File: src/wdq_pkg.sv
// Shared types and constants for the wakeup deadline queue.
// No dependencies; used by wdq_cell and wakeup_deadline_queue_core.
`default_nettype none

package wdq_pkg;

    localparam int KEY_W     = 32;
    localparam int ENTRIES_W = 5;

    typedef struct packed {
        logic             valid;
        logic [KEY_W-1:0] value;
    } t_slot;

    typedef struct packed {
        logic ins;
        logic pop;
    } t_cell_ctl;

    typedef enum logic [1:0] {
        S_IDLE,
        S_ADD,
        S_PURGE,
        S_EMIT
    } t_state;

    localparam logic CMD_ADD   = 1'b0;
    localparam logic CMD_REARM = 1'b1;

endpackage

`default_nettype wire

File: src/wdq_cell.sv
// One cell of the sorted deadline chain: holds one slot, values ascending away from cell 0.
// Depends on wdq_pkg.
`default_nettype none

module wdq_cell (
    input  wire                           i_clk,
    input  wire                           i_rst_n,
    input  wire wdq_pkg::t_cell_ctl       i_ctl,
    input  wire  [wdq_pkg::KEY_W-1:0]     i_key,
    input  wire wdq_pkg::t_slot           i_prev,
    input  wire                           i_prev_moves,
    input  wire wdq_pkg::t_slot           i_next,
    output wdq_pkg::t_slot                o_slot,
    output logic                          o_moves
);

    wdq_pkg::t_slot r_slot;
    wdq_pkg::t_slot n_slot;

    // own entry gets pushed toward the tail by the incoming key
    assign o_moves = r_slot.valid && (i_key < r_slot.value);
    assign o_slot  = r_slot;

    always_comb begin
        n_slot = r_slot;
        if (i_ctl.pop) begin
            n_slot = i_next;
        end else if (i_ctl.ins) begin
            if (o_moves || !r_slot.valid) begin
                if (i_prev_moves) begin
                    n_slot = i_prev;
                end else if (o_moves || i_prev.valid) begin
                    n_slot.valid = 1'b1;
                    n_slot.value = i_key;
                end
            end
        end
    end

    always_ff @(posedge i_clk) begin
        if (!i_rst_n) begin
            r_slot.valid <= 1'b0;
        end else begin
            r_slot.valid <= n_slot.valid;
        end
        r_slot.value <= n_slot.value;
    end

endmodule

`default_nettype wire

File: src/wakeup_deadline_queue_core.sv
// Wakeup deadline queue: top level with command sequencer and cell chain.
// Depends on wdq_pkg and wdq_cell.
//
// Usage: one transaction on the slave stream carries a command in tuser
// (0 = add now+delay, 1 = purge expired and rearm) and now_ms/delay_ms in
// tdata. Each transaction yields exactly one result transaction on the master
// stream with timer_armed, reload_ms, entries_held and dropped_full.
// Deadlines sit sorted in a chain of cells, earliest in cell 0; an add inserts
// in the S_ADD state, a rearm shifts the chain by one cell per expired deadline.
// A transaction passes from idle through S_ADD, or through S_PURGE, which
// removes the k expired deadlines (k <= QUEUE_DEPTH) one shift per cycle,
// to S_EMIT. The slave side accepts only while the sequencer is idle.
// A finished result sits in the output register; a new transaction may be
// accepted while it waits, and the next result holds until the receiver takes
// the previous one.
// Reset (synchronous, active low) empties the chain and drops any pending result.
`default_nettype none

module wakeup_deadline_queue_core #(
    parameter int QUEUE_DEPTH  = 16,
    parameter int RELOAD_WIDTH = 16
) (
    input  wire                               i_clk,
    input  wire                               i_rst_n,
    input  wire                               i_s_axis_tvalid,
    output logic                              o_s_axis_tready,
    input  wire  [63:0]                       i_s_axis_tdata,  // now_ms[31:0], delay_ms[62:32]
    input  wire                               i_s_axis_tuser,  // command
    output logic                              o_m_axis_tvalid,
    input  wire                               i_m_axis_tready,
    // timer_armed, reload_ms, entries_held, dropped_full (low to high)
    output logic [((RELOAD_WIDTH+14)/8)*8-1:0] o_m_axis_tdata
);

    localparam int CNT_W = $clog2(QUEUE_DEPTH + 1);
    localparam int KW    = wdq_pkg::KEY_W;
    localparam int RES_W = RELOAD_WIDTH + wdq_pkg::ENTRIES_W + 2;
    localparam int OUT_W = ((RELOAD_WIDTH + 14) / 8) * 8;
    localparam logic [KW-1:0] RELOAD_MAX = KW'((64'd1 << RELOAD_WIDTH) - 64'd1);
    localparam logic [CNT_W-1:0] FULL = CNT_W'(QUEUE_DEPTH);

    wdq_pkg::t_state r_state, n_state;
    logic [KW-1:0]            r_now;
    logic [KW-1:0]            r_key;
    logic [CNT_W-1:0]         r_count, n_count;
    logic [RES_W-1:0]         r_res, n_res;
    logic                     r_out_valid, n_out_valid;
    logic [RES_W-1:0]         r_out_data, n_out_data;

    wdq_pkg::t_cell_ctl       w_ctl;
    wdq_pkg::t_slot           w_slot  [QUEUE_DEPTH];
    logic                     w_moves [QUEUE_DEPTH];
    wdq_pkg::t_slot           w_prev  [QUEUE_DEPTH];
    logic                     w_prev_moves [QUEUE_DEPTH];
    wdq_pkg::t_slot           w_next  [QUEUE_DEPTH];

    logic [KW:0]              w_sum;
    logic [KW-1:0]            w_diff;
    logic [KW-1:0]            w_sat;
    logic                     w_accept;

    assign w_accept        = i_s_axis_tvalid && o_s_axis_tready;
    assign o_s_axis_tready = (r_state == wdq_pkg::S_IDLE);
    assign w_sum = {1'b0, i_s_axis_tdata[31:0]} + {2'b00, i_s_axis_tdata[62:32]};
    assign w_diff = w_slot[0].value - r_now;
    assign w_sat  = (w_diff > RELOAD_MAX) ? RELOAD_MAX : w_diff;

    genvar g;
    generate
        for (g = 0; g < QUEUE_DEPTH; g++) begin : g_cell
            if (g == 0) begin : g_head
                // head sees an always-occupied, never-moving neighbor
                assign w_prev[g].valid   = 1'b1;
                assign w_prev[g].value   = '0;
                assign w_prev_moves[g]   = 1'b0;
            end else begin : g_body
                assign w_prev[g]         = w_slot[g-1];
                assign w_prev_moves[g]   = w_moves[g-1];
            end
            if (g == QUEUE_DEPTH - 1) begin : g_tail
                assign w_next[g].valid   = 1'b0;
                assign w_next[g].value   = '0;
            end else begin : g_inner
                assign w_next[g]         = w_slot[g+1];
            end
            wdq_cell u_cell (
                .i_clk        (i_clk),
                .i_rst_n      (i_rst_n),
                .i_ctl        (w_ctl),
                .i_key        (r_key),
                .i_prev       (w_prev[g]),
                .i_prev_moves (w_prev_moves[g]),
                .i_next       (w_next[g]),
                .o_slot       (w_slot[g]),
                .o_moves      (w_moves[g])
            );
        end
    endgenerate

    always_comb begin
        n_state     = r_state;
        n_count     = r_count;
        n_res       = r_res;
        n_out_valid = r_out_valid;
        n_out_data  = r_out_data;
        w_ctl.ins   = 1'b0;
        w_ctl.pop   = 1'b0;
        if (r_out_valid && i_m_axis_tready) begin
            n_out_valid = 1'b0;
        end
        case (r_state)
            wdq_pkg::S_IDLE: begin
                if (w_accept) begin
                    n_state = (i_s_axis_tuser == wdq_pkg::CMD_REARM) ? wdq_pkg::S_PURGE
                                                                     : wdq_pkg::S_ADD;
                end
            end
            wdq_pkg::S_ADD: begin
                if (r_count == FULL) begin
                    n_res = {1'b1, wdq_pkg::ENTRIES_W'(r_count), RELOAD_WIDTH'(0), 1'b0};
                end else begin
                    w_ctl.ins = 1'b1;
                    n_count   = r_count + 1'b1;
                    n_res = {1'b0, wdq_pkg::ENTRIES_W'(n_count), RELOAD_WIDTH'(0), 1'b0};
                end
                n_state = wdq_pkg::S_EMIT;
            end
            wdq_pkg::S_PURGE: begin
                if (w_slot[0].valid && (w_slot[0].value <= r_now)) begin
                    w_ctl.pop = 1'b1;
                    n_count   = r_count - 1'b1;
                end else begin
                    n_res = {1'b0, wdq_pkg::ENTRIES_W'(r_count),
                             w_slot[0].valid ? w_sat[RELOAD_WIDTH-1:0] : RELOAD_WIDTH'(0),
                             w_slot[0].valid};
                    n_state = wdq_pkg::S_EMIT;
                end
            end
            wdq_pkg::S_EMIT: begin
                if (!r_out_valid || i_m_axis_tready) begin
                    n_out_valid = 1'b1;
                    n_out_data  = r_res;
                    n_state     = wdq_pkg::S_IDLE;
                end
            end
            default: begin
                n_state = wdq_pkg::S_IDLE;
            end
        endcase
    end

    always_ff @(posedge i_clk) begin
        if (!i_rst_n) begin
            r_state     <= wdq_pkg::S_IDLE;
            r_count     <= '0;
            r_out_valid <= 1'b0;
        end else begin
            r_state     <= n_state;
            r_count     <= n_count;
            r_out_valid <= n_out_valid;
        end
        r_res      <= n_res;
        r_out_data <= n_out_data;
        if (w_accept) begin
            r_now <= i_s_axis_tdata[31:0];
            r_key <= w_sum[KW] ? {KW{1'b1}} : w_sum[KW-1:0];
        end
    end

    assign o_m_axis_tvalid = r_out_valid;
    assign o_m_axis_tdata  = OUT_W'(r_out_data);

endmodule

`default_nettype wire
File: config.mk
export PLATFORM = sky130hd
export DESIGN_NAME = wakeup_deadline_queue_core
export DESIGN_NICKNAME = d
export VERILOG_FILES = /design/src/wdq_pkg.sv /design/src/wdq_cell.sv /design/src/wakeup_deadline_queue_core.sv
export SDC_FILE = /design/constraint.sdc
export NUM_CORES = 2
export LEC_CHECK = 0
export BUFFER_PORTS_ARGS = -buffer_cell sky130_fd_sc_hd__buf_2
export CAP_MARGIN = 20
export CORE_MARGIN = 2
export CORE_UTILIZATION = 37
export CTS_BUF_LIST = sky130_fd_sc_hd__clkbuf_8 sky130_fd_sc_hd__clkbuf_16
export CTS_CLUSTER_DIAMETER = 30
export CTS_CLUSTER_SIZE = 16
export DETAILED_ROUTE_END_ITERATION = 12
export GPL_TIMING_DRIVEN = 0
export MAX_ROUTING_LAYER = met4
export PLACE_DENSITY = 0.54
export SLEW_MARGIN = 10
export SYNTH_ARGS = -nofsm -noshare
export SYNTH_HDL_FRONTEND = slang
export SYNTH_HIERARCHICAL = 1
export SYNTH_SLANG_ARGS = --single-unit
File: constraint.sdc
create_clock -name i_clk -period 8.8 [get_ports i_clk]
set_input_delay 0.88 -clock i_clk [delete_from_list [all_inputs] [get_ports i_clk]]
set_output_delay 0.88 -clock i_clk [all_outputs]
set_load 0.02 [all_outputs]
==> results.cfg <==
[grt]
grt_use_met3 = 0.0296
grt_max_degree = 36
first_global_vias = 38400
first_pass_grt_wire_length_microns = 202000
antenna_found_initial = 0
busiest_layer = met2
residual_overflow_from_global_routing = 0
globalRouteMet2Util = 0.342
grt_util_met1 = 0.233
global_route.usage.total = 0.200

[route]
drc = 0
routed_wire_length_per_instance_microns = 17.6
initialDrtViolationCount = 1810
drt-pass1-iter-count = 5
viasPerCell = 5.04
routed_wl_microns = 128000
routed-via-count = 36700
drt.antenna.violating_nets = 0

[sta]
worst_slew_margin_rel = 0.377
hold_ws_ns = 0.296
layout_worst_path_cycle_share = 0.566
rsz_0062_raised_after_global_routing = false
timing.final.crit_period_ns = 4.98
clock_skew_ns = 0.0370
setup_viol = 0
timing.final.ws_setup_ns = 3.82
timing.final.max_slew_violations = 0
worst_pin_slew_ns = 0.911
finalHoldViolations = 0
max_freq_ghz = 0.201

[clock_network]
cts_setup_buffers = 0
cts.repair.resized = 0
cts.hold.buffers_added = 0
clock_tree.buffer_depth = 3
clock-root-buffer = clkbuf_16
clk_latency_ns = 0.79
clkSlewWorstSetupHoldPaths_ns = 0.05
cts_made_buffers = 190
htree_num_levels = 4
tritoncts_clock_tree = built
cts.sinks = 646

[min_path]
min-delay-path-class = in2reg

[critical_path]
timing.critical_path.from_type = flop
worst_path_maximum_fanout = 23
path_class = reg2reg
endpoint_kind = flop
worst_ep_arrival_time_ns = 5.59
cp_data_required_time_ns = 9.41

[cells_and_area]
flow.area_growth_from_synthesis_pct = 22.0
num_antenna_cells = 0
num-fill-cells = 12400
final_layout_net_count = 6091
post_route_cells_drive_above_1_share = 0.0996
finalNonFillerCells = 7283

[power]
design_power_total_mw = 15.7
max_vdd_drop_mv = 0.182
power_per_cell_area_nw_per_um2 = 270
power.leakage_nw = 23.0

[synth]
avg_cell_area_syn_sq_um = 9.45
synthesis.instances = 5043
synth.yosys.warnings = 6
syn_area_sq_um = 47700

[placement]
gpl.final_weighted_congestion = 0.885
dp_hpwl_microns = 102000
io_buffers = 92
dpl.cell_count = 6923
dp_worst_setup_slack_ns = 3.65

[die]
die-area_sq_um = 132000
top_level_ports = 95
design.core.area_sq_um = 128000
die_x_microns = 363
initial_core_util = 0.373
rows = 131
die_h_microns = 363

[flow_run]
max_cap_violations = 0

[status]
status = complete, no violations
## metrics by stage
step	TNS, ns	utilization	instance area, sq um
floorplan	0	-	47900
global placement	-2482.83	0.395	50400
detailed placement	0	0.405	51700
CTS	0	0.455	58100
global route	0	0.455	58100
finish	0	0.455	58100
## cell usage in the layout (no fill, tap or decap), types with 30 or more instances in the layout
cell / count
buf_8: 32
clkbuf_16: 192
clkbuf_1: 143
o21ai_0: 641
a21o_1: 30
nand2b_1: 49
clkinv_1: 44
buf_2: 147
conb_1: 69
nand4_1: 81
inv_1: 635
clkinv_2: 44
nor2_1: 122
mux2i_1: 521
nand2_1: 774
ha_1: 566
a21oi_1: 279
nand3_1: 61
edfxtp_1: 622
nor3_1: 73
o21ai_1: 38
## sequential cells by signal, summed over array words and instances, names as in the netlist
name,flops
r_res,23
r_out_data,23
r_state,2
g_cell.u_cell/o_slot,528
r_count,5
o_m_axis_tvalid,1
r_key,32
r_now,32
## final cells by class
type / instances / area (sq um) / area share
buffer: 203 / 863 / 0.0148
clock buffer: 192 / 4800 / 0.0826
clock inverter: 167 / 1670 / 0.0287
inverter: 604 / 2270 / 0.0390
multi-input combinational: 3657 / 25600 / 0.441
sequential: 646 / 19200 / 0.330
tap: 1662 / 2080 / 0.0358
timing repair buffer: 152 / 1660 / 0.0285
## worst max-delay path, cell delays in order, from the launching register on
cell      delay, ns
edfxtp_1       0.44
inv_1          0.12
ha_1           0.19
fa_1           0.21
and2b_1        0.20
o31ai_2        0.28
a21oi_2        0.16
o31ai_1        0.61
nand2_1        0.15
a221o_1        0.52
a21oi_4        0.32
buf_12         0.23
buf_12         0.20
clkbuf_1       0.46
clkbuf_1       0.46
nand2_1        0.10
o21ai_0        0.11
## worst paths after layout
path                         startpoint                      endpoint  slack, ns  cells after the start
max          g_cell[0].u_cell/o_slot[0]  g_cell[10].u_cell/o_slot[22]       3.82                     16
min                  i_s_axis_tdata[10]                     r_now[10]       0.30                      1
max reg2reg  g_cell[0].u_cell/o_slot[0]  g_cell[10].u_cell/o_slot[22]       3.82                     16
min reg2reg                   r_res[16]                r_out_data[16]       0.41                      0
## metal layers
layer  vias up  part of all wire
met1     17000              0.44
met2       624              0.49
met4         0             0.037
li1      18900                 -
met5         -                 0
met3       254             0.035
## report_power, final
group | leakage, nW | internal [mW] | switching [mW]
clock network | 3.29 | 4.76 | 2.07
logic | 13.9 | 1.72 | 2.66
registers | 5.83 | 4.08 | 0.388
total | 23.0 | 10.6 | 5.12
Power figures use the tool's default switching activity.
